## src/design/sha256_pkg.sv

```systemverilog
// Package for the SHA-256 byte stream hasher: request codes, FSM state type,
// controller/datapath command and status structs, round constant table.
// No dependencies.
package sha256_pkg;

    localparam int BLOCK_BYTES = 64;
    localparam int HASH_WORDS  = 8;
    localparam int ROUNDS      = 64;

    localparam logic       REQ_ABSORB = 1'b0;
    localparam logic       REQ_FINISH = 1'b1;
    localparam logic [7:0] PAD_MARK   = 8'h80;
    localparam logic [5:0] LEN_POS    = 6'd56;

    typedef enum logic [2:0] {
        ST_IDLE,
        ST_COMPRESS,
        ST_PAD,
        ST_EMIT
    } sha_state_t;

    // Controller to datapath
    typedef struct packed {
        logic       wr_en;     // write one byte into the block buffer
        logic [7:0] wr_byte;
        logic       add_len;   // advance the bit count by 8
        logic       start;     // begin a block compression
        logic       reinit;    // restore initial hash and counts
        logic       emit_adv;  // advance to the next digest word
    } sha_cmd_t;

    // Datapath to controller
    typedef struct packed {
        logic       busy;      // compression in progress
        logic [5:0] fill;      // bytes held in the block buffer
        logic [63:0] len_bits; // message length in bits
    } sha_stat_t;

    localparam logic [31:0] INIT_HASH [HASH_WORDS] = '{
        32'h6a09e667, 32'hbb67ae85, 32'h3c6ef372, 32'ha54ff53a,
        32'h510e527f, 32'h9b05688c, 32'h1f83d9ab, 32'h5be0cd19
    };

    localparam logic [31:0] ROUND_K [ROUNDS] = '{
        32'h428a2f98, 32'h71374491, 32'hb5c0fbcf, 32'he9b5dba5,
        32'h3956c25b, 32'h59f111f1, 32'h923f82a4, 32'hab1c5ed5,
        32'hd807aa98, 32'h12835b01, 32'h243185be, 32'h550c7dc3,
        32'h72be5d74, 32'h80deb1fe, 32'h9bdc06a7, 32'hc19bf174,
        32'he49b69c1, 32'hefbe4786, 32'h0fc19dc6, 32'h240ca1cc,
        32'h2de92c6f, 32'h4a7484aa, 32'h5cb0a9dc, 32'h76f988da,
        32'h983e5152, 32'ha831c66d, 32'hb00327c8, 32'hbf597fc7,
        32'hc6e00bf3, 32'hd5a79147, 32'h06ca6351, 32'h14292967,
        32'h27b70a85, 32'h2e1b2138, 32'h4d2c6dfc, 32'h53380d13,
        32'h650a7354, 32'h766a0abb, 32'h81c2c92e, 32'h92722c85,
        32'ha2bfe8a1, 32'ha81a664b, 32'hc24b8b70, 32'hc76c51a3,
        32'hd192e819, 32'hd6990624, 32'hf40e3585, 32'h106aa070,
        32'h19a4c116, 32'h1e376c08, 32'h2748774c, 32'h34b0bcb5,
        32'h391c0cb3, 32'h4ed8aa4a, 32'h5b9cca4f, 32'h682e6ff3,
        32'h748f82ee, 32'h78a5636f, 32'h84c87814, 32'h8cc70208,
        32'h90befffa, 32'ha4506ceb, 32'hbef9a3f7, 32'hc67178f2
    };

endpackage

```

## src/design/sha256_dp.sv

```systemverilog
// SHA-256 datapath: block buffer as sixteen big-endian words, rolling
// 16-word message schedule, one compression round per cycle, hash words.
// Depends on sha256_pkg.
module sha256_dp
    import sha256_pkg::*;
(
    input  logic        aclk,
    input  logic        aresetn,
    input  sha_cmd_t    cmd,
    output sha_stat_t   stat,
    output logic [31:0] digest_word,
    output logic [2:0]  word_index
);

    logic [31:0] blk_reg [16];
    logic [31:0] blk_cur [16];
    logic [31:0] w_reg   [16];
    logic [31:0] h_reg   [HASH_WORDS];
    logic [31:0] v_reg   [HASH_WORDS];
    logic [5:0]  fill_reg;
    logic [63:0] len_reg;
    logic [5:0]  rnd_reg;
    logic        busy_reg;
    logic        fold_reg;
    logic [2:0]  idx_reg;

    function automatic logic [31:0] rotr(input logic [31:0] x, input int n);
        return (x >> n) | (x << (32 - n));
    endfunction

    logic [31:0] w_new, t1, t2, a, e, s0, s1;

    always_comb begin
        s0    = rotr(w_reg[1], 7) ^ rotr(w_reg[1], 18) ^ (w_reg[1] >> 3);
        s1    = rotr(w_reg[14], 17) ^ rotr(w_reg[14], 19) ^ (w_reg[14] >> 10);
        w_new = s1 + w_reg[9] + s0 + w_reg[0];
        a     = v_reg[0];
        e     = v_reg[4];
        t1 = v_reg[7] + (rotr(e, 6) ^ rotr(e, 11) ^ rotr(e, 25))
           + ((e & v_reg[5]) ^ (~e & v_reg[6])) + ROUND_K[rnd_reg] + w_reg[0];
        t2 = (rotr(a, 2) ^ rotr(a, 13) ^ rotr(a, 22))
           + ((a & v_reg[1]) ^ (a & v_reg[2]) ^ (v_reg[1] & v_reg[2]));
    end

    // Buffer with this cycle's byte merged in, so a start on the last
    // byte of a block loads the complete block
    always_comb begin
        blk_cur = blk_reg;
        if (cmd.wr_en) begin
            case (fill_reg[1:0])
                2'd0: blk_cur[fill_reg[5:2]][31:24] = cmd.wr_byte;
                2'd1: blk_cur[fill_reg[5:2]][23:16] = cmd.wr_byte;
                2'd2: blk_cur[fill_reg[5:2]][15:8]  = cmd.wr_byte;
                default: blk_cur[fill_reg[5:2]][7:0] = cmd.wr_byte;
            endcase
        end
    end

    // Block buffer: payload, no reset
    always_ff @(posedge aclk) begin
        if (cmd.wr_en) begin
            blk_reg <= blk_cur;
        end
    end

    always_ff @(posedge aclk) begin
        if (cmd.start) begin
            w_reg <= blk_cur;
            v_reg <= h_reg;
        end else if (busy_reg) begin
            for (int i = 0; i < 15; i++) w_reg[i] <= w_reg[i + 1];
            w_reg[15] <= w_new;
            v_reg[7] <= v_reg[6];
            v_reg[6] <= v_reg[5];
            v_reg[5] <= v_reg[4];
            v_reg[4] <= v_reg[3] + t1;
            v_reg[3] <= v_reg[2];
            v_reg[2] <= v_reg[1];
            v_reg[1] <= v_reg[0];
            v_reg[0] <= t1 + t2;
        end
    end

    always_ff @(posedge aclk) begin
        if (!aresetn) begin
            h_reg    <= INIT_HASH;
            fill_reg <= '0;
            len_reg  <= '0;
            rnd_reg  <= '0;
            busy_reg <= 1'b0;
            fold_reg <= 1'b0;
            idx_reg  <= '0;
        end else begin
            fold_reg <= 1'b0;
            if (cmd.wr_en) fill_reg <= fill_reg + 6'd1;
            if (cmd.add_len) len_reg <= len_reg + 64'd8;
            if (cmd.start) begin
                busy_reg <= 1'b1;
                rnd_reg  <= '0;
            end else if (busy_reg) begin
                rnd_reg <= rnd_reg + 6'd1;
                if (rnd_reg == 6'(ROUNDS - 1)) begin
                    busy_reg <= 1'b0;
                    fold_reg <= 1'b1;
                end
            end
            // fold lands in the cycle after the last round; busy covers it below
            if (fold_reg) begin
                for (int i = 0; i < HASH_WORDS; i++) h_reg[i] <= h_reg[i] + v_reg[i];
            end
            if (cmd.emit_adv) idx_reg <= idx_reg + 3'd1;
            if (cmd.reinit) begin
                h_reg    <= INIT_HASH;
                fill_reg <= '0;
                len_reg  <= '0;
                idx_reg  <= '0;
            end
        end
    end

    assign stat.busy     = busy_reg | fold_reg;
    assign stat.fill     = fill_reg;
    assign stat.len_bits = len_reg;
    assign digest_word   = h_reg[idx_reg];
    assign word_index    = idx_reg;

    as_start_idle: assert property (@(posedge aclk) disable iff (!aresetn)
        cmd.start |-> !busy_reg && !fold_reg)
        else $error("compression started while busy");
    as_no_write_busy: assert property (@(posedge aclk) disable iff (!aresetn)
        cmd.wr_en |-> !busy_reg && !fold_reg)
        else $error("buffer written during compression");
    as_fold_after_last: assert property (@(posedge aclk) disable iff (!aresetn)
        fold_reg |-> $past(busy_reg) && !busy_reg)
        else $error("hash fold without finished rounds");

endmodule

```

## src/design/sha256_ctrl.sv

```systemverilog
// SHA-256 controller: accepts requests, sequences padding bytes, block
// compressions and the eight-beat digest output. Depends on sha256_pkg.
module sha256_ctrl
    import sha256_pkg::*;
(
    input  logic        aclk,
    input  logic        aresetn,
    input  logic        s_tvalid,
    output logic        s_tready,
    input  logic        req_type,
    input  logic [7:0]  msg_byte,
    output logic        m_tvalid,
    input  logic        m_tready,
    input  logic [2:0]  word_index,
    input  sha_stat_t   stat,
    output sha_cmd_t    cmd
);

    // Padding phases
    localparam logic [3:0] PAD_MARKER = 4'd0;  // write the 0x80 marker
    localparam logic [3:0] PAD_TAIL   = 4'd1;  // zeros, then length from byte 56
    localparam logic [3:0] PAD_SPILL  = 4'd2;  // zeros to block end, length next block

    sha_state_t state_reg, state_next;
    logic [3:0]  pad_reg, pad_next;
    logic [63:0] len_reg, len_next;
    logic        fin_reg, fin_next;     // compression belongs to padding

    always_ff @(posedge aclk) begin
        if (!aresetn) begin
            state_reg <= ST_IDLE;
            pad_reg   <= PAD_MARKER;
            fin_reg   <= 1'b0;
        end else begin
            state_reg <= state_next;
            pad_reg   <= pad_next;
            fin_reg   <= fin_next;
        end
    end

    always_ff @(posedge aclk) len_reg <= len_next;

    always_comb begin
        state_next = state_reg;
        pad_next   = pad_reg;
        len_next   = len_reg;
        fin_next   = fin_reg;
        cmd        = '0;
        s_tready   = 1'b0;
        m_tvalid   = 1'b0;
        unique case (state_reg)
            ST_IDLE: begin
                s_tready = 1'b1;
                if (s_tvalid) begin
                    if (req_type == REQ_ABSORB) begin
                        cmd.wr_en   = 1'b1;
                        cmd.wr_byte = msg_byte;
                        cmd.add_len = 1'b1;
                        if (stat.fill == 6'd63) begin
                            cmd.start  = 1'b1;
                            fin_next   = 1'b0;
                            state_next = ST_COMPRESS;
                        end
                    end else begin
                        len_next   = stat.len_bits;
                        pad_next   = PAD_MARKER;
                        state_next = ST_PAD;
                    end
                end
            end
            ST_PAD: begin
                cmd.wr_en = 1'b1;
                if (pad_reg == PAD_MARKER) begin
                    cmd.wr_byte = PAD_MARK;
                    // marker past byte 55 leaves no room for the length here
                    pad_next    = (stat.fill >= LEN_POS) ? PAD_SPILL : PAD_TAIL;
                end else if (pad_reg == PAD_TAIL && stat.fill >= LEN_POS) begin
                    cmd.wr_byte = len_reg[63 - 8 * (stat.fill[2:0]) -: 8];
                end else begin
                    cmd.wr_byte = '0;
                end
                if (stat.fill == 6'd63) begin
                    cmd.start  = 1'b1;
                    fin_next   = 1'b1;
                    state_next = ST_COMPRESS;
                end
            end
            ST_COMPRESS: begin
                if (!stat.busy) begin
                    if (!fin_reg) begin
                        state_next = ST_IDLE;
                    end else if (pad_reg == PAD_SPILL) begin
                        // length still due: pad a fresh block
                        pad_next   = PAD_TAIL;
                        state_next = ST_PAD;
                    end else begin
                        state_next = ST_EMIT;
                    end
                end
            end
            ST_EMIT: begin
                m_tvalid = 1'b1;
                if (m_tready) begin
                    cmd.emit_adv = 1'b1;
                    if (word_index == 3'd7) begin
                        cmd.reinit = 1'b1;
                        fin_next   = 1'b0;
                        state_next = ST_IDLE;
                    end
                end
            end
            default: state_next = ST_IDLE;
        endcase
    end

    as_emit_idx: assert property (@(posedge aclk) disable iff (!aresetn)
        (state_reg == ST_IDLE) |-> word_index == 3'd0)
        else $error("digest index not cleared");
    as_no_accept_busy: assert property (@(posedge aclk) disable iff (!aresetn)
        stat.busy |-> !s_tready)
        else $error("input accepted during compression");
    as_emit_only: assert property (@(posedge aclk) disable iff (!aresetn)
        m_tvalid |-> !stat.busy)
        else $error("digest shown during compression");

endmodule

```

## src/design/sha256_byte_stream_hasher_top.sv

```systemverilog
// SHA-256 byte stream hasher, top level. Absorb bytes are accepted back to back while
// idle; the 64th byte of a block starts a 64-round compression, during which s_tready is low.
// Finish: padding bytes are written (a marker past byte 55 spills the length
// into a second block), one or two compressions follow, then
// eight digest beats, one per cycle while m_tready is high.
// aresetn (synchronous, active low) loads the initial hash and clears counts.
// Depends on sha256_pkg, sha256_ctrl, sha256_dp.
module sha256_byte_stream_hasher_top
    import sha256_pkg::*;
(
    input  logic        aclk,
    input  logic        aresetn,
    input  logic        s_tvalid,
    output logic        s_tready,
    input  logic [7:0]  s_tdata,   // [7:0] msg_byte
    input  logic        s_tuser,   // req_type: 0 absorb, 1 finish
    output logic        m_tvalid,
    input  logic        m_tready,
    output logic [39:0] m_tdata,   // [31:0] digest_word, [34:32] word_index, rest 0
    output logic        m_tlast    // last_word
);

    sha_cmd_t    cmd;
    sha_stat_t   stat;
    logic [31:0] digest_word;
    logic [2:0]  word_index;

    sha256_ctrl u_ctrl (
        .aclk, .aresetn, .s_tvalid, .s_tready,
        .req_type(s_tuser), .msg_byte(s_tdata),
        .m_tvalid, .m_tready, .word_index, .stat, .cmd
    );

    sha256_dp u_dp (
        .aclk, .aresetn, .cmd, .stat, .digest_word, .word_index
    );

    // Digest beats come straight from the hash registers, which hold
    // until the beat is taken.
    assign m_tdata = {5'd0, word_index, digest_word};
    assign m_tlast = (word_index == 3'd7);

endmodule
```

## config.mk

```make
export PLATFORM = sky130hd
export DESIGN_NAME = sha256_byte_stream_hasher_top
export DESIGN_NICKNAME = d
export VERILOG_FILES = /design/src/design/sha256_pkg.sv /design/src/design/sha256_dp.sv /design/src/design/sha256_ctrl.sv /design/src/design/sha256_byte_stream_hasher_top.sv
export SDC_FILE = /design/constraint.sdc
export NUM_CORES = 2
export LEC_CHECK = 0
export BUFFER_PORTS_ARGS = -buffer_cell sky130_fd_sc_hd__buf_4
export CORE_AREA = 2 2 729 441
export DETAILED_ROUTE_END_ITERATION = 16
export DIE_AREA = 0 0 731 443
export HOLD_SLACK_MARGIN = 0.12
export SETUP_SLACK_MARGIN = 0.2
export SLEW_MARGIN = 0
export SYNTH_ARGS = -nofsm -noshare
export SYNTH_HDL_FRONTEND = slang
export SYNTH_SLANG_ARGS = --single-unit
```

## constraint.sdc

```tcl
create_clock -name aclk -period 49.8 [get_ports aclk]
set_input_delay 4.98 -clock aclk [delete_from_list [all_inputs] [get_ports aclk]]
set_output_delay 4.98 -clock aclk [all_outputs]
set_load 0.02 [all_outputs]
```

==> flow_summary.html <==
<table>
<tr><th>Metric</th><th>Value</th></tr>
<tr><th colspan="2">Status</th></tr>
<tr><td>Outcome</td><td>finished clean</td></tr>
<tr><th colspan="2">Route</th></tr>
<tr><td>Routed vias</td><td>75.56k</td></tr>
<tr><td>Total iterations of the first detailed-routing run</td><td>8</td></tr>
<tr><td>Detail-routed via count per cell</td><td>5.451</td></tr>
<tr><td>Final wirelength</td><td>339700 um</td></tr>
<tr><td>Detailed-route DRC error count</td><td>0</td></tr>
<tr><td>Post-route antenna net violation count</td><td>0</td></tr>
<tr><td>Initial DRC Count</td><td>10.66k</td></tr>
<tr><td>Wire length per cell</td><td>24.51 um</td></tr>
<tr><th colspan="2">Synthesis</th></tr>
<tr><td>Number of enable flip-flop cells after synthesis</td><td>1333</td></tr>
<tr><td>Post-Synthesis Cell Area</td><td>between 90000 and 100000 um^2</td></tr>
<tr><td>Share of flip-flops with an asynchronous set or reset after synthesis</td><td>0</td></tr>
<tr><td>Number of warnings issued by yosys</td><td>0</td></tr>
<tr><td>Number of flip-flops and latches in the synthesized netlist</td><td>~1.7k</td></tr>
<tr><td>Primary FF master, synth</td><td>sky130_fd_sc_hd__edfxtp_1</td></tr>
<tr><td>Yosys cell types</td><td>95</td></tr>
<tr><td>Post-synthesis instance total</td><td>9630</td></tr>
<tr><td>Average footprint of a synthesized cell</td><td>10.18 um^2</td></tr>
<tr><td>Post-synthesis sequential area ratio</td><td>0.4778</td></tr>
<tr><th colspan="2">Clock network</th></tr>
<tr><td>Count of instances resized after the clock tree is built</td><td>0</td></tr>
<tr><td>CTS Buffer Depth</td><td>4</td></tr>
<tr><td>CTS H-tree depth</td><td>4</td></tr>
<tr><td>Number of setup buffers added after CTS</td><td>0</td></tr>
<tr><td>Source-to-sink clock delay at the later pin of the worst-skew pair</td><td>0.89 ns</td></tr>
<tr><td>Cts bufs inserted</td><td>between 150 and 200</td></tr>
<tr><td># clock sinks</td><td>about 1.7k</td></tr>
<tr><td>TritonCTS clock tree</td><td>yes</td></tr>
<tr><td>CTS clk-pin slew, worst paths</td><td>0.07 ns</td></tr>
<tr><td>Hold buffers post-CTS</td><td>0</td></tr>
<tr><td>Cell chosen for the clock root</td><td>sky130_fd_sc_hd__clkbuf_16</td></tr>
<tr><th colspan="2">Worst setup path</th></tr>
<tr><td>Setup crit start kind</td><td>register</td></tr>
<tr><td>CP Data Required Time</td><td>between 50 and 60 ns</td></tr>
<tr><td>Crit Reg-Reg Startpoint</td><td>u_dp.rnd_reg[0]</td></tr>
<tr><td>Crit path capture type</td><td>register</td></tr>
<tr><td>Critical Path Slowest Stage Cell</td><td>sky130_fd_sc_hd__ha_1</td></tr>
<tr><td>Startpoint of the worst setup timing path</td><td>u_dp.rnd_reg[0]</td></tr>
<tr><td>Critical setup path kind</td><td>reg -&gt; reg</td></tr>
<tr><td>CP max stage delay</td><td>0.75 ns</td></tr>
<tr><td>Data arrival at the endpoint of the critical path</td><td>11.78 ns</td></tr>
<tr><td>Number of cell instances on the worst register-to-register path</td><td>37</td></tr>
<tr><td>Worst Path Max Fanout</td><td>28</td></tr>
<tr><td>Most Frequent Cell on Critical Path</td><td>sky130_fd_sc_hd__fa_1</td></tr>
<tr><th colspan="2">Final layout</th></tr>
<tr><td>Antenna Cells</td><td>0</td></tr>
<tr><td>Filler cell count in the final layout</td><td>between 30k and 40k</td></tr>
<tr><td>Core Util, Final</td><td>0.3422</td></tr>
<tr><td>Final net count</td><td>10.10k</td></tr>
<tr><td>Sequential Area</td><td>46850 um^2</td></tr>
<tr><td>Multi-input gate area in the final layout</td><td>48360 um^2</td></tr>
<tr><td>Area delta synth-&gt;final</td><td>11.04%</td></tr>
<tr><td>Fraction of layout instances using a drive strength above 1</td><td>0.08334</td></tr>
<tr><td>Flip-flop count of the largest register after layout</td><td>between 500 and 600</td></tr>
<tr><td>Non-filler cells, final</td><td>around 14k</td></tr>
<tr><th colspan="2">Run</th></tr>
<tr><td>Total of max-cap violations</td><td>0</td></tr>
<tr><th colspan="2">Power and ir drop</th></tr>
<tr><td>Areal power density over the cells</td><td>27.02 nW/um^2</td></tr>
<tr><td>Leakage power figure</td><td>41.47 nW</td></tr>
<tr><td>Worst IR drop on VDD</td><td>between 0.02 and 0.03 mV</td></tr>
<tr><th colspan="2">GRT</th></tr>
<tr><td>Pin count of the biggest net entering global routing</td><td>183</td></tr>
<tr><td>Grt ovf</td><td>0</td></tr>
<tr><td>Antenna violations before repair</td><td>5</td></tr>
<tr><td>Overall Global Routing Usage</td><td>0.2027</td></tr>
<tr><td>First-pass GRT wire length</td><td>490900 um</td></tr>
<tr><td>Via count of the first global-routing pass</td><td>67.71k</td></tr>
<tr><th colspan="2">Placed design</th></tr>
<tr><td>Port buffer count</td><td>50</td></tr>
<tr><td>Last weighted congestion value of the routability-driven placer</td><td>0.9782</td></tr>
<tr><td>Cells after DPL</td><td>13.55k</td></tr>
<tr><td>Placed wire-length estimate</td><td>240200 um</td></tr>
<tr><th colspan="2">STA</th></tr>
<tr><td>Hold Vio Cnt, Final</td><td>0</td></tr>
<tr><td>Unrepaired setup endpoints after global routing</td><td>no</td></tr>
<tr><td>Setup total negative slack</td><td>0 ns</td></tr>
<tr><td>Max-Slew Margin vs Limit</td><td>0.07934</td></tr>
<tr><td>Max Transition Viols Final</td><td>0</td></tr>
<tr><td>Final Critical Period</td><td>11.25 ns</td></tr>
<tr><td>Skew final</td><td>0.09653 ns</td></tr>
<tr><td>Setup-failing EPs final</td><td>0</td></tr>
<tr><td>Maximum achievable frequency</td><td>between 80 and 90 MHz</td></tr>
<tr><td>Worst Max-Slew Pin Slew</td><td>1.367 ns</td></tr>
<tr><td>Final Cycle Share</td><td>0.2260</td></tr>
<tr><th colspan="2">Floorplanning</th></tr>
<tr><td>Standard cell core area</td><td>318100 um^2</td></tr>
<tr><td>Site row count</td><td>161</td></tr>
<tr><td>Ports</td><td>56</td></tr>
<tr><td>Die area</td><td>~320000 um^2</td></tr>
<tr><td>Initial core utilization</td><td>0.3081</td></tr>
<tr><td>Die Width</td><td>731 um</td></tr>
<tr><td>Die Height</td><td>about 440 um</td></tr>
<tr><th colspan="2">Min path</th></tr>
<tr><td>Depth of the worst hold-timing path</td><td>2</td></tr>
<tr><td>Worst Hold Launch</td><td>u_dp.w_reg[172]</td></tr>
<tr><td>Worst hold path class</td><td>reg -&gt; reg</td></tr>
</table>
==> power breakdown <==
part,leakage [nW],internal [mW],switching [mW],total (mW)
Sequential,14.8,1.52,0.00621,1.52
Combinational,23.9,0.0218,0.0489,0.0707
Clock,2.72,0.746,0.601,1.35
==> worst paths after layout <==
check / slack, ns / to
hold reg to reg: 0.44 / u_dp.w_reg[204]
hold / removal: 0.44 / u_dp.w_reg[204]
setup / recovery: 38.55 / u_dp.a[30]
setup reg to reg: 38.55 / u_dp.a[30]
==> cell usage after synthesis (175+ instances only) <==
cell type	number	area [um^2]
sky130_fd_sc_hd__nand2_1	2209	8292
sky130_fd_sc_hd__edfxtp_1	1333	40030
sky130_fd_sc_hd__nor2_1	569	2136
sky130_fd_sc_hd__a22o_1	511	4476
sky130_fd_sc_hd__a21oi_1	489	2447
sky130_fd_sc_hd__o21ai_0	472	2362
sky130_fd_sc_hd__clkbuf_1	450	1689
sky130_fd_sc_hd__xnor2_1	420	3679
sky130_fd_sc_hd__ha_1	400	5005
sky130_fd_sc_hd__dfxtp_1	340	6807
sky130_fd_sc_hd__inv_1	288	1081
sky130_fd_sc_hd__fa_1	195	3904
sky130_fd_sc_hd__xor2_1	179	1568
sky130_fd_sc_hd__a21o_1	175	1314
==> cell families (layout without fill, tap and decap cells) <==
kind of cell / count (synthesis) / count (layout) / share of synthesized area
other cells: 1 / 6 / 0.00003826
flops: 1673 / 1673 / 0.4778
fa+ha+maj: 619 / 619 / 0.09334
simple gates: 3324 / 3324 / 0.1402
xor+xnor: 599 / 599 / 0.05353
mux: 351 / 351 / 0.04848
compound gates: 2241 / 2241 / 0.1548
buf+inv: 822 / 810 / 0.03182
==> cell type report <==
cell class / instances / share of cell area
multi-input cells: 7140 / 0.4443
well taps: 4238 / 0.04872
repair buffers: 208 / 0.01504
flip-flops and latches: 1673 / 0.4305
inverters: 294 / 0.01025
clock buffers: 233 / 0.04451
clock inverters: 75 / 0.006714
==> critical path, delay by kind of cell (launching register included) <==
kind | cells | cell delay (ns)
xor+xnor | 2 | 0.37
buf+inv | 5 | 1.39
flops | 1 | 0.31
fa+ha+maj | 8 | 3.47
compound gates | 18 | 4.63
simple gates | 4 | 0.76
==> metal layers <==
layer  track usage  share of wire
met4       0.03246          0.016
met1        0.3362           0.49
met2        0.2342           0.35
met5      0.004882        0.00066
met3       0.08116           0.14
==> layout by cell type (no fill, tap or decap), types with 108 or more instances in the layout <==
| cell type | count |
|---|---|
| sky130_fd_sc_hd__nand2_1 | 2207 |
| sky130_fd_sc_hd__edfxtp_1 | 1333 |
| sky130_fd_sc_hd__nor2_1 | 557 |
| sky130_fd_sc_hd__a22o_1 | 510 |
| sky130_fd_sc_hd__a21oi_1 | 489 |
| sky130_fd_sc_hd__o21ai_0 | 471 |
| sky130_fd_sc_hd__xnor2_1 | 420 |
| sky130_fd_sc_hd__ha_1 | 399 |
| sky130_fd_sc_hd__dfxtp_1 | 333 |
| sky130_fd_sc_hd__inv_1 | 287 |
| sky130_fd_sc_hd__buf_4 | 202 |
| sky130_fd_sc_hd__fa_1 | 195 |
| sky130_fd_sc_hd__clkbuf_16 | 181 |
| sky130_fd_sc_hd__xor2_1 | 179 |
| sky130_fd_sc_hd__a21o_1 | 175 |
| sky130_fd_sc_hd__mux2_2 | 160 |
| sky130_fd_sc_hd__mux2i_1 | 108 |
==> per-stage QoR <==
stage          setup slack (ns)  instance area [um^2]  hold slack (ns)  total power, mW
2_1_floorplan             13.53                 98030           0.4280            1.606
3_3_place_gp              38.50                103300           0.4425            1.621
3_5_place_dp              38.44                103300           0.4477            1.622
4_1_cts                   38.99                108800           0.4429            2.958
5_1_grt                   38.12                108800           0.4654            3.017
6_report                  38.55                108800           0.4441            2.941
(Power assumes the default switching activity.)
